$ cat src/rtl/udlf_pkg.sv
`default_nettype none
// ---------------------------------------------------------------------------
// udlf_pkg
// Shared types and constants for the UTF-8 decoder with letter fold.
// ---------------------------------------------------------------------------
package udlf_pkg;

   localparam int unsigned CODE_W  = 21;
   localparam int unsigned CHAR_W  = 11;

   localparam logic [CODE_W-1:0] MIN_LEN2     = 21'h00080;
   localparam logic [CODE_W-1:0] MIN_LEN3     = 21'h00800;
   localparam logic [CODE_W-1:0] MIN_LEN4     = 21'h10000;
   localparam logic [CODE_W-1:0] MAX_CODE     = 21'h10FFFF;
   localparam logic [CODE_W-1:0] SURR_LO      = 21'h0D800;
   localparam logic [CODE_W-1:0] SURR_HI      = 21'h0DFFF;
   localparam logic [CODE_W-1:0] CYR_UP_LO    = 21'h00410;
   localparam logic [CODE_W-1:0] CYR_UP_HI    = 21'h0042F;
   localparam logic [CODE_W-1:0] CYR_IO_UP    = 21'h00401;
   localparam logic [CODE_W-1:0] CYR_IO_LO    = 21'h00451;
   localparam logic [CODE_W-1:0] CYR_LO_LO    = 21'h00430;
   localparam logic [CODE_W-1:0] CYR_LO_HI    = 21'h0044F;
   localparam logic [CODE_W-1:0] FOLD_OFFSET  = 21'h00020;

   localparam logic [2:0] LEN_NONE = 3'd0;
   localparam logic [2:0] LEN_2    = 3'd2;
   localparam logic [2:0] LEN_3    = 3'd3;
   localparam logic [2:0] LEN_4    = 3'd4;

   // open sequence state carried between words
   typedef struct packed {
      logic [CODE_W-1:0] partial_code;
      logic [1:0]        bytes_remaining;
      logic [2:0]        sequence_length;
   } seq_state_type;

   // one result word
   typedef struct packed {
      logic              char_kept;
      logic [CHAR_W-1:0] folded_char;
      logic              text_done;
   } result_type;

endpackage

`default_nettype wire

$ cat src/rtl/udlf_decode.sv
`default_nettype none
// ---------------------------------------------------------------------------
// udlf_decode
// One-byte step of the UTF-8 decoder: sequence tracking, validation and fold.
// ---------------------------------------------------------------------------
module udlf_decode (
   input  wire logic [7:0]             text_byte,
   input  wire logic                   end_of_text,
   input  wire udlf_pkg::seq_state_type state_cur,
   output udlf_pkg::seq_state_type     state_nxt,
   output udlf_pkg::result_type        result
);

   logic                          is_cont;
   logic [udlf_pkg::CODE_W-1:0]   shifted;
   logic [1:0]                    remain_dec;
   logic [udlf_pkg::CODE_W-1:0]   minimum;
   logic                          have;
   logic [udlf_pkg::CODE_W-1:0]   code;
   logic [udlf_pkg::CODE_W-1:0]   low;
   logic                          ident;

   assign is_cont    = (text_byte[7:6] == 2'b10);
   assign shifted    = {state_cur.partial_code[udlf_pkg::CODE_W-7:0], text_byte[5:0]};
   assign remain_dec = state_cur.bytes_remaining - 2'd1;

   always_comb begin
      case (state_cur.sequence_length)
         udlf_pkg::LEN_2: minimum = udlf_pkg::MIN_LEN2;
         udlf_pkg::LEN_3: minimum = udlf_pkg::MIN_LEN3;
         default:         minimum = udlf_pkg::MIN_LEN4;
      endcase
   end

   always_comb begin
      have      = 1'b0;
      code      = '0;
      state_nxt = '0;
      if ((state_cur.bytes_remaining != 2'd0) && is_cont) begin
         if (remain_dec == 2'd0) begin
            // sequence complete: reject overlong, surrogate and out of range
            if ((shifted >= minimum) && (shifted <= udlf_pkg::MAX_CODE) &&
                !((shifted >= udlf_pkg::SURR_LO) && (shifted <= udlf_pkg::SURR_HI))) begin
               have = 1'b1;
               code = shifted;
            end
         end else begin
            state_nxt.partial_code    = shifted;
            state_nxt.bytes_remaining = remain_dec;
            state_nxt.sequence_length = state_cur.sequence_length;
         end
      end else begin
         // new lead; any open sequence is abandoned
         if (text_byte[7] == 1'b0) begin
            have = 1'b1;
            code = {13'd0, text_byte};
         end else if (text_byte[7:5] == 3'b110) begin
            state_nxt.partial_code    = {16'd0, text_byte[4:0]};
            state_nxt.bytes_remaining = 2'd1;
            state_nxt.sequence_length = udlf_pkg::LEN_2;
         end else if (text_byte[7:4] == 4'b1110) begin
            state_nxt.partial_code    = {17'd0, text_byte[3:0]};
            state_nxt.bytes_remaining = 2'd2;
            state_nxt.sequence_length = udlf_pkg::LEN_3;
         end else if (text_byte[7:3] == 5'b11110) begin
            state_nxt.partial_code    = {18'd0, text_byte[2:0]};
            state_nxt.bytes_remaining = 2'd3;
            state_nxt.sequence_length = udlf_pkg::LEN_4;
         end
      end
      if (end_of_text) begin
         state_nxt = '0;
      end
   end

   // lower-case fold
   always_comb begin
      if ((code inside {[21'h41 : 21'h5A]}) ||
          (code inside {[udlf_pkg::CYR_UP_LO : udlf_pkg::CYR_UP_HI]})) begin
         low = code + udlf_pkg::FOLD_OFFSET;
      end else if (code == udlf_pkg::CYR_IO_UP) begin
         low = udlf_pkg::CYR_IO_LO;
      end else begin
         low = code;
      end
   end

   assign ident = (low inside {[21'h30 : 21'h39]}) ||
                  (low inside {[21'h61 : 21'h7A]}) ||
                  (low inside {[udlf_pkg::CYR_LO_LO : udlf_pkg::CYR_LO_HI]}) ||
                  (low == udlf_pkg::CYR_IO_LO);

   always_comb begin
      result.char_kept   = have && ident;
      result.folded_char = (have && ident) ? low[udlf_pkg::CHAR_W-1:0] : '0;
      result.text_done   = end_of_text;
   end

endmodule

`default_nettype wire

$ cat src/rtl/utf8_decode_letter_fold.sv
`default_nettype none
// An accepted byte's result word reaches rsp_ from the output register, via the skid entry if stalled.
// Throughput: one byte per cycle while req_stall is low; the decode step is a single combinational
//   pass from the sequence state register, so bytes can follow back to back.
// A two-entry output (result register plus skid) keeps req_stall registered.
// Reset (synchronous, active high) closes any open sequence and empties the
//   output stage.
// ---------------------------------------------------------------------------
// utf8_decode_letter_fold
// Streaming UTF-8 decoder with validation and Latin/Cyrillic lower-case fold.
// ---------------------------------------------------------------------------
module utf8_decode_letter_fold (
   input  wire logic        clock,
   input  wire logic        reset,
   input  wire logic        req_valid,
   output      logic        req_stall,
   input  wire logic [7:0]  req_text_byte,
   input  wire logic        req_end_of_text,
   output      logic        rsp_valid,
   input  wire logic        rsp_stall,
   output      logic        rsp_char_kept,
   output      logic [10:0] rsp_folded_char,
   output      logic        rsp_text_done
);

   // sequence state: partial code point, continuation count, sequence length
   udlf_pkg::seq_state_type state_ff;
   udlf_pkg::seq_state_type state_in;

   // result of the word being accepted this cycle
   udlf_pkg::result_type    result_in;

   // output register and skid entry
   udlf_pkg::result_type    out_ff;
   logic                    out_valid_ff;
   udlf_pkg::result_type    skid_ff;
   logic                    skid_valid_ff;

   logic                    accept;
   logic                    out_load;

   udlf_decode u_decode (
      .text_byte   (req_text_byte),
      .end_of_text (req_end_of_text),
      .state_cur   (state_ff),
      .state_nxt   (state_in),
      .result      (result_in)
   );

   // stall only once the skid entry holds a word; registered, no path from rsp_stall
   assign req_stall = skid_valid_ff;
   assign accept    = req_valid && !skid_valid_ff;
   // output register may take a new word when empty or draining this cycle
   assign out_load  = !out_valid_ff || !rsp_stall;

   always_ff @(posedge clock) begin
      if (reset) begin
         state_ff <= '0;
      end else if (accept) begin
         state_ff <= state_in;
      end
   end

   always_ff @(posedge clock) begin
      if (reset) begin
         out_valid_ff  <= 1'b0;
         skid_valid_ff <= 1'b0;
      end else if (out_load) begin
         if (skid_valid_ff) begin
            // skid drains first; no word accepted while it is full
            out_valid_ff  <= 1'b1;
            skid_valid_ff <= 1'b0;
         end else begin
            out_valid_ff  <= accept;
         end
      end else if (accept) begin
         skid_valid_ff <= 1'b1;
      end
   end

   // payload registers, no reset needed
   always_ff @(posedge clock) begin
      if (out_load) begin
         out_ff <= skid_valid_ff ? skid_ff : result_in;
      end
      if (!out_load && accept) begin
         skid_ff <= result_in;
      end
   end

   assign rsp_valid       = out_valid_ff;
   assign rsp_char_kept   = out_ff.char_kept;
   assign rsp_folded_char = out_ff.folded_char;
   assign rsp_text_done   = out_ff.text_done;

   // -------------------------------------------------------------------------
   // assertions
   // -------------------------------------------------------------------------

   // an open sequence always has its length recorded, and a closed one none
   a_state_consistent: assert property (@(posedge clock) disable iff (reset)
      (state_ff.bytes_remaining == 2'd0) == (state_ff.sequence_length == udlf_pkg::LEN_NONE))
      else $error("sequence count and length disagree");

   // end of text leaves no sequence open
   a_eot_clears: assert property (@(posedge clock) disable iff (reset)
      (accept && req_end_of_text) |=> (state_ff == '0))
      else $error("sequence state not cleared after end of text");

   // skid only fills behind a stalled output word
   a_skid_behind_out: assert property (@(posedge clock) disable iff (reset)
      skid_valid_ff |-> out_valid_ff)
      else $error("skid entry valid with empty output register");

   // a dropped word carries a zero character
   a_drop_zero: assert property (@(posedge clock) disable iff (reset)
      (rsp_valid && !rsp_char_kept) |-> (rsp_folded_char == 11'd0))
      else $error("non-zero character on a dropped word");

   // a kept character lies in one of the passed ranges
   a_kept_range: assert property (@(posedge clock) disable iff (reset)
      (rsp_valid && rsp_char_kept) |->
         ((rsp_folded_char >= 11'h030 && rsp_folded_char <= 11'h039) ||
          (rsp_folded_char >= 11'h061 && rsp_folded_char <= 11'h07A) ||
          (rsp_folded_char >= 11'h430 && rsp_folded_char <= 11'h44F) ||
          (rsp_folded_char == 11'h451)))
      else $error("kept character outside the passed set");

endmodule

`default_nettype wire

$ cat config.mk
export PLATFORM = sky130hd
export DESIGN_NAME = utf8_decode_letter_fold
export DESIGN_NICKNAME = d
export VERILOG_FILES = /design/src/rtl/udlf_pkg.sv /design/src/rtl/udlf_decode.sv /design/src/rtl/utf8_decode_letter_fold.sv
export SDC_FILE = /design/constraint.sdc
export NUM_CORES = 1
export LEC_CHECK = 0
export ABC_AREA = 1
export BUFFER_PORTS_ARGS = -buffer_cell sky130_fd_sc_hd__buf_4
export CORE_MARGIN = 5
export CORE_UTILIZATION = 55
export CTS_CLUSTER_DIAMETER = 50
export DETAILED_ROUTE_END_ITERATION = 6
export GPL_TIMING_DRIVEN = 0
export MAX_ROUTING_LAYER = met4
export PLACE_DENSITY = 0.74
export SKIP_LAST_GASP = 1
export SYNTH_ARGS = -nofsm -noshare
export SYNTH_HDL_FRONTEND = slang
export SYNTH_SLANG_ARGS = --single-unit
$ cat constraint.sdc
create_clock -name clock -period 5.55 [get_ports clock]
set_input_delay 0.555 -clock clock [delete_from_list [all_inputs] [get_ports clock]]
set_output_delay 0.555 -clock clock [all_outputs]
set_load 0.02 [all_outputs]
# After elaboration in Yosys (flattened, before gate mapping)
# Cells that the tools add are included.
[word_totals]
ff_bits = 48
in_bits = 13
output_inout_bits = 15
word_cells = 83
[classes]
add_sub_neg = 2
magnitude_cmp = 14
eq_ne = 9
n_mux = 21
n_reduce_logical = 26
[ops]
columns = ["cell", "n"]
rows = [
  ["$mux W21", 5],
  ["$mux W20", 5],
  ["$eq A21 B11 Y1 const B", 2],
  ["$ge A21 B11 Y1 const B", 2],
  ["$ge A21 B7 Y1 const B", 2],
  ["$le A21 B11 Y1 const B", 2],
  ["$le A21 B7 Y1 const B", 2],
  ["$pmux W17 S2", 1],
  ["$add A21 B6 Y21 const B", 1],
  ["$ge A21 B16 Y1 const B", 1],
  ["$ge A21 B17 Y1", 1],
  ["$ge A21 B6 Y1 const B", 1],
  ["$le A21 B16 Y1 const B", 1],
  ["$le A21 B21 Y1 const B", 1],
  ["$le A21 B6 Y1 const B", 1],
  ["$mux W13", 1],
  ["$logic_and A1 B1 Y1", 12],
  ["$mux W11", 1],
  ["$mux W9", 1],
  ["$mux W8", 1],
  ["$mux W7", 1],
  ["$eq A3 B2 Y1 const B", 2],
  ["$eq A5 B5 Y1 const B", 1],
  ["$logic_not A1 Y1", 5],
  ["other kinds (11)", 19],
]

# Longest topological paths before layout
# Gate-level depths: netlist of run 1.
[logic_depth]
word_depth = 20
ltp_mapped = 35
mapped_depth_nobuf = 34

# By module
# A second synthesis of run 1 with hierarchy kept.
[hier_totals]
cells_unflattened = 589
area_unflattened_um2 = 3978.8
[by_module_without_submodules]
columns = ["module", "n_inst", "cells_each", "area_per_inst_um2", "seq_area_each_um2"]
rows = [
  ["utf8_decode_letter_fold", 1, 245, 2152.1, 1341.3],
  ["udlf_decode", 1, 344, 1826.8, 0.0],
]

# Worst setup path before layout of run 1
# No wires, ideal clock.
[synth_timing]
path_kind = "register to register"
startpoint = "register state_ff[1] in the netlist's numbering"
endpoint = "register out_ff (netlist bit rsp_char_kept) (data pin)"
setup_ns = 0.252
t_arrival_ns = 3.305
required_ns = 5.298
setup_slack_ns = 1.994
path_stages_with_launch = 32
path_buffers = 1
synth_period_minus_slack_ns = 3.556
cell_sequence = "dfxtp_1 inv_1 nor2_1 ha_1 a21oi_1 o21ai_0 nor2_1 nand3_2 nand2_2 nand2_4 nand2_2 inv_1 ha_1 inv_1 nand2_1 nor3_1 nand2_1 nand2_2 nand2_4 nand2_4 nand2_1 nand2_2 nand2_2 nor2_2 nand3_1 nand2_1 nand2_1 nand2_1 nand3_4 buf_8 nand2_2 nand2_1"
[synth_rtl]
columns = ["item", "line", "source"]
rows = [
  ["from (decl)", "utf8_decode_letter_fold.sv:27", "udlf_pkg::seq_state_type state_ff;"],
  ["from (signal assigned)", "utf8_decode_letter_fold.sv:60", "state_ff <= state_in;"],
  ["to (signal assigned)", "utf8_decode_letter_fold.sv:84", "out_ff <= skid_valid_ff ? skid_ff : result_in;"],
  ["to (decl)", "utf8_decode_letter_fold.sv:34", "udlf_pkg::result_type out_ff;"],
]

==> results of run 1 <==
## worst paths after layout
path	to	slack, ps	start	cells past startpoint
setup / recovery	skid_ff[6]$_DFFE_PP_	1340	state_ff[1]$_SDFFE_PP0P_	31
hold reg to reg	state_ff[4]$_SDFFE_PP0P_	470	state_ff[4]$_SDFFE_PP0P_	2
hold / removal	skid_ff[0]$_DFFE_PP_	430	req_end_of_text	1
setup reg to reg	skid_ff[6]$_DFFE_PP_	1340	state_ff[1]$_SDFFE_PP0P_	31
## power by group
group / total [µW] / internal [µW] / switching (µW)
combinational: 126 / 44.3 / 82.1
clock: 286 / 163 / 123
sequential: 391 / 387 / 4.15
total: 804 / 595 / 209
## logic make-up (layout without fill, tap and decap cells)
| logic type | after synthesis | count (layout) | synth area share (%) |
|---|---|---|---|
| other | 1 | 3 | 0.111 |
| adder cells (fa/ha/maj) | 10 | 10 | 3.70 |
| flip-flops | 48 | 48 | 36.1 |
| AO/OA/AOI/OAI | 50 | 50 | 9.18 |
| buffers and inverters | 80 | 112 | 10.4 |
| AND/OR/NAND/NOR | 272 | 272 | 40.5 |
## cell type report
type,count,share of cell area (%)
Multi-Input combinational cell,335,47.9
Sequential cell,48,32.2
Inverter,66,6.53
Timing Repair Buffer,24,4.75
Buffer,14,2.74
Clock buffer,6,2.47
Tap cell,75,2.47
Clock inverter,2,1.02
## per-layer routing
layer / global-route usage [%] / up-vias
li1: - / 1549
met1: 26.4 / 1363
met2: 35.4 / 95
met3: 3.45 / 17
met4: 7.55 / 0
met5: - / -
## placed cells by master, fill, tap and decap left out, types with 7 or more instances in the layout
| cell type | Yosys | routed |
|---|---|---|
| inv_1 | 56 | 56 |
| buf_4 | 1 | 25 |
| nand3_1 | 42 | 42 |
| edfxtp_1 | 26 | 26 |
| o21ai_0 | 7 | 7 |
| nand2_2 | 23 | 23 |
| a21oi_1 | 25 | 25 |
| dfxtp_1 | 22 | 22 |
| nor2_1 | 42 | 42 |
| ha_1 | 10 | 10 |
| inv_2 | 8 | 8 |
| nand2_1 | 120 | 120 |
## metrics by stage
step / hold slack [ps] / total power, µW / setup slack, ps
floorplan: 445 / 486 / 1990
global placement: 456 / 522 / 1500
detailed placement: 459 / 525 / 1400
CTS: 432 / 808 / 1380
global route: 425 / 840 / 981
finish: 434 / 804 / 1340
## critical path: cells and delay by family (launching register included)
kind / cells / cell delay, ps
buffers and inverters: 5 / 480
adder cells (fa/ha/maj): 2 / 550
AND/OR/NAND/NOR: 22 / 2350
AO/OA/AOI/OAI: 2 / 270
flip-flops: 1 / 320
## state kept, by name, summed over array words and instances (netlist names)
register	flops
state_ff	20
skid_ff	13
rsp_folded_char	11
req_stall	1
rsp_char_kept	1
rsp_text_done	1
rsp_valid	1
==> results.md, run 1 <==
* Most frequent cell on the critical path: nand2_1
* P&R area growth vs syn at 12.2%
* Area leader, netlist: edfxtp_1
* DRT Wirelength at 7.67 mm
* Leakage at 0.00182 µW
* Share of cells above drive strength 1 at 20.8%
* Syn avg cell area at 7.34 µm²
* GPL Wtd Cong at 0.922
* Critical-path top delay cell: dfxtp_1
* Initial core utilization at 56.8%
* Number of synthesized flops with an enable pin at 26
* Most common cell in the synthesized netlist: nand2_1
* Synth Cell Area at 3380 µm²
* Via density at 5.31
* H-tree depth at 2
* Hold Crit Class: input pin to register
* Setup TNS at 0 ps
* Area contributors post-synth: edfxtp_1, nand2_1, dfxtp_1, inv_1, nand3_1
* Vias in the first global route at 2843
* Setup Viol. Count Final at 0
* Overall global routing resource usage at 21.4%
* Clock skew at 12.3 ps
* Seq/Total Area, Yosys at 36.1%
* Area of the multi-input gates at 1820 µm²
* Final Non-Filler Cells at 570
* Worst slew margin at 29.6%
* Met1 Wirelength at 3.41 mm
* Clock buffer depth at 2
* Slew Limit Fails at 0
* Required time of the critical path at 5620 ps
* Post-CTS sizing at 0
* WL met2 at 3.69 mm
* Remaining DRCs at 0
* Dpl hpwl at 5.93 mm
* Most common library cells after synthesis: nand2_1, inv_1, nand3_1, nor2_1, edfxtp_1
* CTS tree: built
* Via Count at 3024
* Site Rows at 28
* Setup Buffers After CTS at 0
* Max Cap Viol at 0
* Total global routing overflow at 0
* Post-route clock period utilization at 75.9%
* Status: finished clean
* Largest net degree at the start of global routing at 17
* CTS Hold Buffers Added at 0
* Clock root buffer: clkbuf_8
* Design area at 3800 µm²
* NumNets Final at 517
* Gate count of the mapped netlist at 461
* Worst path arrival time at 4280 ps
* DIE AREA at 7820 µm²
* DR top layer: met4
* Post-Place Cell Area at 3660 µm²
* Startpoint types: register
* CP max FO at 10
* Clk slew on worst S/H paths at 100 ps
* WL per Instance at 13.4 µm
* Met3 WL at 413 µm
* Synth warn at 0
* Slew @ Worst Pin at 1050 ps
* Reg area at 1220 µm²
* Clock Sinks at 48
* First-pass GRT wire length at 12.8 mm
* Power Density at 212 nW/µm²
* Total CTS buffers at 5
* # IOs at 28
* Unrepaired setup endpoints after global routing: no
* Tmin final at 4210 ps
* Port Buffers at 24
* Filler cells at 543
* Final hold viol count at 0
* Crit Path Class: register to register
* Synth async-reset ratio at 0%
* Max Clk Rate at 238 MHz
* Crit path largest cell delay at 320 ps
* N_diodes at 0
* Placed instance count at 562
* Distinct cells, synth at 45
* Routed Antenna Nets at 0
* VDD IR max at 0.000110 V
* Core Region at 5960 µm²
* Synth Register Bits at 48
* Clock latency on the worst-skew pair at 310 ps
* Utilization after layout at 63.7%
* Die width at 88.4 µm
* Post-synth top area share at 23.1%
* Die Height at 88.4 µm
* Antenna violations before repair at 0
* Ys flop type: edfxtp_1
* DRT Pass-1 Iters at 5
* Crit. End Element: register
* Drt initial violations at 139
(Power assumes the default switching activity.)
==> inputs of run 2 (changes only) <==
ABC_AREA = 0   (was 1)
PLACE_DENSITY = 0.75   (was 0.74)
clock period = 4.2 ns   (was 5.55 ns; I/O delays follow)
==> run 2 against run 1 <==
The flow now finishes with violations (setup timing). Combinational power grew 23%. Cell count fell by 25%. Via count down 11%. Maximum frequency fell by 9.7%. First-iteration DRC count rose by 91%. Largest cell class unchanged. Largest power group unchanged.
==> results.md, run 2 <==
* Clock skew at 10.6 ps
* # IOs at 28
* Slew Limit Fails at 0
* NumNets Final at 381
* Crit path largest cell delay at 450 ps
* Area contributors post-synth: edfxtp_1, dfxtp_1, nor2_1, ha_1, a22oi_1
* Worst slack at placement at -787 ps
* Status: complete, but fails checks
* Post-route clock period utilization at 111%
* Post-Synth Simple-Gate Area at 23.5%
* Antenna violations before repair at 0
* Leakage at 0.00135 µW
* Max FFs per register at 20
* Clock root buffer: clkbuf_8
* Power Density at 259 nW/µm²
* Hold WS at 290 ps
* Unrepaired setup endpoints after global routing: yes
* Slew @ Worst Pin at 1070 ps
* Mux cell area share after synthesis at 1.94%
* N_diodes at 0
* Dpl hpwl at 4.99 mm
* Die Height at 82.6 µm
* GPL Wtd Cong at 0.912
* Most common cell in the synthesized netlist: nor2_1
* Post-synthesis compound-gate area fraction at 23.5%
* Initial core utilization at 56.8%
* Syn avg cell area at 9.51 µm²
* Setup TNS at -7590 ps
* Largest net degree at the start of global routing at 17
* Reg with most FFs: state_ff
* P&R area growth vs syn at 25.3%
* Synth warn at 0
* Filler cells at 367
* CP max FO at 5
* Setup Viol. Count Final at 18
* Critical-path top delay cell: or4b_4
* Via density at 6.30
* DIE AREA at 6830 µm²
* Startpoint types: register
* Required time of the critical path at 4240 ps
* Clock buffer depth at 2
* Most common library cells after synthesis: nor2_1, edfxtp_1, dfxtp_1, nand2_1, a22oi_1
* Core Region at 5110 µm²
* Post-synthesis adder-cell area fraction at 4.31%
* Routed Antenna Nets at 0
* Crit path max-delay family: compound AO/OA/AOI/OAI gates
* Site Rows at 26
* CTS Hold Buffers Added at 0
* Clk slew on worst S/H paths at 90 ps
* Hold Crit Class: input pin to register
* Worst path arrival time at 4700 ps
* Worst slew margin at 28.3%
* Clock latency on the worst-skew pair at 300 ps
* Crit path cell chain: nor2b_4 -> nor2b_4 -> ha_4 -> or4b_4 -> a211o_4 -> a2111oi_4 -> nor2_4 -> nand2_4 -> buf_4 -> ha_4 -> o21ai_2 -> a211o_1 -> a211o_1 -> o22a_1 -> o21a_1 -> a31o_1 -> a211oi_4 -> buf_6 -> mux2i_1
* Most common cell after layout, fill and taps aside: nor2_1
* Drt initial violations at 266
* Failing checks: setup timing
* Max Cap Viol at 0
* Utilization after layout at 71.2%
* Share of cells above drive strength 1 at 26.2%
* Remaining DRCs at 0
* Final setup margin at -463 ps
* Clock Sinks at 48
* Buffers & Inverters on Critical Path at 2
* Distinct cells, synth at 67
* Largest registers: state_ff x20, skid_ff x13, rsp_folded_char x11
* Via Count at 2704
* Tmin final at 4660 ps
* Crit Path Class: register to register
* Final Power at 941 µW
* Total global routing overflow at 0
* Most frequent cells in the layout: nor2_1, buf_4, edfxtp_1, dfxtp_1, nand2_1
* Gate count of the mapped netlist at 305
* Xor-xnor portion of the synthesized cell area at 0.302%
* Synth Register Bits at 48
* First-pass GRT wire length at 12.3 mm
* VDD IR max at 0.000154 V
* WL per Instance at 17.5 µm
* Seq/Total Area, Yosys at 42.1%
* Post-synth top area share at 26.9%
* CTS tree: built
* Crit. End Element: register
* DRT Pass-1 Iters at 7
* Largest family of logic cells by synthesized area: compound AO/OA/AOI/OAI gates
* H-tree depth at 2
* Ys flop type: edfxtp_1
* Synth async-reset ratio at 0%
* Total CTS buffers at 5
* Max Clk Rate at 214 MHz
* Overall global routing resource usage at 24.1%
* DRT Wirelength at 7.52 mm
* Number of synthesized flops with an enable pin at 26
* Vias in the first global route at 2489
* Synth Cell Area at 2900 µm²
* Port Buffers at 21
* Final hold viol count at 0
* Die width at 82.6 µm
* Area leader, netlist: edfxtp_1
==> run 2: changes by cell type after synthesis, moves of 7 or more <==
cell | before | now
a22oi_1 | 1 | 16
nand2_2 | 23 | 0
a211o_1 | 0 | 7
inv_1 | 56 | 14
nand2_1 | 120 | 22
a21oi_1 | 25 | 12
nand3_1 | 42 | 8
inv_2 | 8 | 0
==> run 2: where the power goes <==
group | internal, µW | leakage (µW) | switching [µW] | total (µW)
clock network | 117 | 0.0000460 | 157 | 273
logic | 60.5 | 0.000865 | 94.9 | 155
registers | 507 | 0.000436 | 5.25 | 513
==> run 2: metrics by stage <==
stage	area, µm²	cells
after global placement	3180	398
after global routing	3640	429
after floorplan	2940	307
after CTS	3510	427
final	3640	429
after detailed placement	3180	398
==> run 2: worst reg2reg max path, cell delays in order, from the launching register on <==
cell and delay (ps):
dfxtp_2 340, nor2b_4 160, nor2b_4 170, ha_4 130
or4b_4 450, a211o_4 370, a2111oi_4 390, nor2_4 90
nand2_4 120, buf_4 140, ha_4 150, o21ai_2 70
a211o_1 330, a211o_1 300, o22a_1 220, o21a_1 200
a31o_1 220, a211oi_4 320, buf_6 170, mux2i_1 60
==> run 2: final cells by class <==
class / count / area [µm²] / area share (%)
sequential: 48 / 1220 / 33.6
multi-input combinational: 229 / 1770 / 48.6
buffer: 16 / 70.1 / 1.93
clock inverter: 3 / 17.5 / 0.482
clock buffer: 5 / 68.8 / 1.89
inverter: 14 / 55.1 / 1.51
tap: 70 / 87.6 / 2.41
timing repair buffer: 44 / 349 / 9.60
==> run 2: cell families (layout without fill, tap and decap cells) <==
kind of cell | count (synthesis) | in the layout
AND/OR/NAND/NOR | 128 | 128
flip-flops | 48 | 48
XOR/XNOR | 1 | 1
AO/OA/AOI/OAI | 82 | 82
buffers and inverters | 30 | 82
adder cells (fa/ha/maj) | 10 | 10
other | 1 | 3
multiplexers | 5 | 5
==> run 2: final timing paths <==
path / start / endpoint / slack [ps] / cells past startpoint
min: reset / rsp_valid$_SDFFE_PP0P_ / 290 / 2
max reg2reg: state_ff[1]$_SDFFE_PP0P_ / rsp_char_kept$_DFFE_PP_ / -460 / 19
max: state_ff[1]$_SDFFE_PP0P_ / rsp_char_kept$_DFFE_PP_ / -460 / 19
min reg2reg: state_ff[1]$_SDFFE_PP0P_ / state_ff[1]$_SDFFE_PP0P_ / 500 / 2
==> run 2: repair_timing <==
item / CTS / global route
endpoints found under the setup margin: 18 / 18
pin swaps: 17 / 18
cloned: 1 / 0
setup buffers: 20 / 2
gates resized for setup: 19 / 18
==> run 2: metal layers <==
layer | GRT usage (%) | part of all wire (%)
met5 | - | 0
met4 | 8.99 | 3.9
met3 | 4.01 | 7.1
met2 | 38.5 | 47
met1 | 30.6 | 42
==> inputs of run 3 (changes only) <==
CELL_PAD_IN_SITES_DETAIL_PLACEMENT = 0   (was unset)
CELL_PAD_IN_SITES_GLOBAL_PLACEMENT = 1   (was unset)
CORE_ASPECT_RATIO = 1.5   (was unset)
CORE_UTILIZATION = 46   (was 55)
PLACE_DENSITY = unset   (was 0.75)
PLACE_DENSITY_LB_ADDON = 0.1   (was unset)
==> run 3 against run 2 <==
The run still ends with setup timing left. Sequential share of layout area rose by 0.64 points. Die area rose by 18%. Highest routed layer unchanged. Design area fell by 1.8%. Global-route usage fell by 3.5 points. First-iteration DRC count fell by 48%. Clock skew fell by 2.8 ps. Non-clock buffer count fell by 7.
==> results.md, run 3 (same netlist as run 2, synthesis figures left out) <==
* Routed Antenna Nets at 0
* Worst path arrival time at 4880 ps
* Overall global routing resource usage at 20.6%
* Most common cell after layout, fill and taps aside: nor2_1
* Unrepaired setup endpoints after global routing: yes
* Die width at 74.8 µm
* Final Non-Filler Cells at 426
* # IOs at 28
* Total CTS buffers at 5
* Placed instance count at 402
* Hold_sp: reset
* Vias in the first global route at 2486
* Worst hold stages at 2
* Share of cells above drive strength 1 at 25.0%
* Initial core utilization at 47.3%
* Via density at 6.07
* Largest registers: state_ff x20, skid_ff x13, rsp_folded_char x11
* Clk slew on worst S/H paths at 100 ps
* Die Height at 107 µm
* Hold Path End: rsp_valid$_SDFFE_PP0P_
* Port Buffers at 21
* DRT Wirelength at 7.61 mm
* Sequential Power Share at 48.3%
* Status: complete, but fails checks
* Slew @ Worst Pin at 1080 ps
* Crit. End Element: register
* Clock skew at 7.77 ps
* Crit Path Class: register to register
* Core Region at 6130 µm²
* N_diodes at 0
* Reg2Reg Depth at 21
* Leakage at 0.00132 µW
* Final setup margin at -643 ps
* Clock power share at 38.0%
* Setup Viol. Count Final at 18
* CTS tree: built
* VDD IR max at 0.000211 V
* Clock Sinks at 48
* R2R Setup Slk at -640 ps
* CP max FO at 5
* Int Power at 803 µW
* Drt initial violations at 139
* Reg with most FFs: state_ff
* Remaining DRCs at 0
* Dpl hpwl at 5.58 mm
* DRT Pass-1 Iters at 4
* Final hold viol count at 0
* Reg2reg start: state_ff[1]$_SDFFE_PP0P_
* Max Cap Viol at 0
* Post-route clock period utilization at 115%
* Power Density at 298 nW/µm²
* First-pass GRT wire length at 12.5 mm
* Setup TNS at -10900 ps
* Logic pwr share at 13.8%
* Switch share at 24.5%
* P&R area growth vs syn at 23.1%
* Clock root buffer: clkbuf_8
* Sw power at 260 µW
* Via Count at 2585
* Hold Crit Class: input pin to register
* Most frequent cells in the layout: nor2_1, buf_4, edfxtp_1, nand2_1, dfxtp_1
* Worst slew margin at 27.7%
* Max Clk Rate at 206 MHz
* Total global routing overflow at 0
* Antenna violations before repair at 0
* RR Endpoint: rsp_char_kept$_DFFE_PP_
* WL per Instance at 17.9 µm
* Tmin final at 4840 ps
* Required time of the critical path at 4240 ps
* Clock latency on the worst-skew pair at 300 ps
* NumNets Final at 374
* DIE AREA at 8030 µm²
* Startpoint types: register
* GPL Wtd Cong at 0.913
* Clock buffer depth at 2
* Site Rows at 35
* Failing checks: setup timing
* Largest net degree at the start of global routing at 17
* Max FFs per register at 20
* H-tree depth at 2
* Slew Limit Fails at 0
[run 3: timing repair]
action                                  4_1_cts  5_1_grt
gates cloned                                  1        0
resized for setup                            19       11
pin swaps                                    11        6
buffers inserted                             12        4
hold buffers                                  0        0
endpoints found under the setup margin       18       18
[run 3: power groups by stage]
stage          Combinational [µW]  Sequential, µW  Clock [µW]
2_1_floorplan                73.9             535           0
3_3_place_gp                  128             523           0
3_5_place_dp                  129             524           0
4_1_cts                       142             513         413
5_1_grt                       160             514         430
6_report                      146             513         403
[run 3: how the worst max path moves through the flow]
stage,from,end,slack (ps),depth (start not counted)
after floorplan,state_ff[1]$_SDFFE_PP0P_,rsp_char_kept$_DFFE_PP_,-320,21
after global placement,state_ff[1]$_SDFFE_PP0P_,rsp_char_kept$_DFFE_PP_,-800,21
after detailed placement,state_ff[1]$_SDFFE_PP0P_,rsp_char_kept$_DFFE_PP_,-880,20
after CTS,state_ff[1]$_SDFFE_PP0P_,rsp_folded_char[4]$_DFFE_PP_,-590,21
after global routing,state_ff[1]$_SDFFE_PP0P_,rsp_folded_char[4]$_DFFE_PP_,-780,23
final,state_ff[1]$_SDFFE_PP0P_,rsp_char_kept$_DFFE_PP_,-640,21
[run 3: per-layer routing]
metal / vias up / share of wire (%) / track usage (%)
li1: 1238 / - / -
met1: 1257 / 40 / 23.7
met2: 73 / 53 / 35.3
met3: 17 / 4.3 / 2.71
met4: 0 / 2.5 / 8.27
met5: - / 0 / -
[run 3: area by class of cell]
cell class	count	area, µm²
clock inverter	3	68.8
tap	74	92.6
sequential	48	1220
inverter	14	55.1
timing repair buffer	37	289
clock buffer	5	68.8
buffer	16	70.1
fill	545	2560
multi-input combinational	229	1700
[run 3: per-stage QoR]
stage | hold slack (ps) | power [µW] | instance area [µm²] | setup slack [ps] | util (%)
2_1_floorplan | 457 | 608 | 2940 | -315 | -
3_3_place_gp | 470 | 651 | 3190 | -803 | 52.0
3_5_place_dp | 494 | 653 | 3190 | -878 | 52.0
4_1_cts | 275 | 1070 | 3510 | -593 | 57.2
5_1_grt | 292 | 1100 | 3570 | -782 | 58.3
6_report | 285 | 1060 | 3570 | -643 | 58.3
[run 3: critical path, cell delays in order (launching register included)]
cell,delay (ps)
dfxtp_2,340
nor2b_4,150
nor2b_4,160
ha_4,130
or4b_4,450
a211o_4,380
a2111oi_4,430
nor2_4,70
a21oi_4,210
buf_6,130
ha_4,110
nand2_2,50
nand3_2,70
a31oi_1,40
a211o_1,310
or2_4,270
o22a_1,240
o21a_1,210
a31o_1,230
a211oi_4,330
buf_6,180
mux2i_1,70
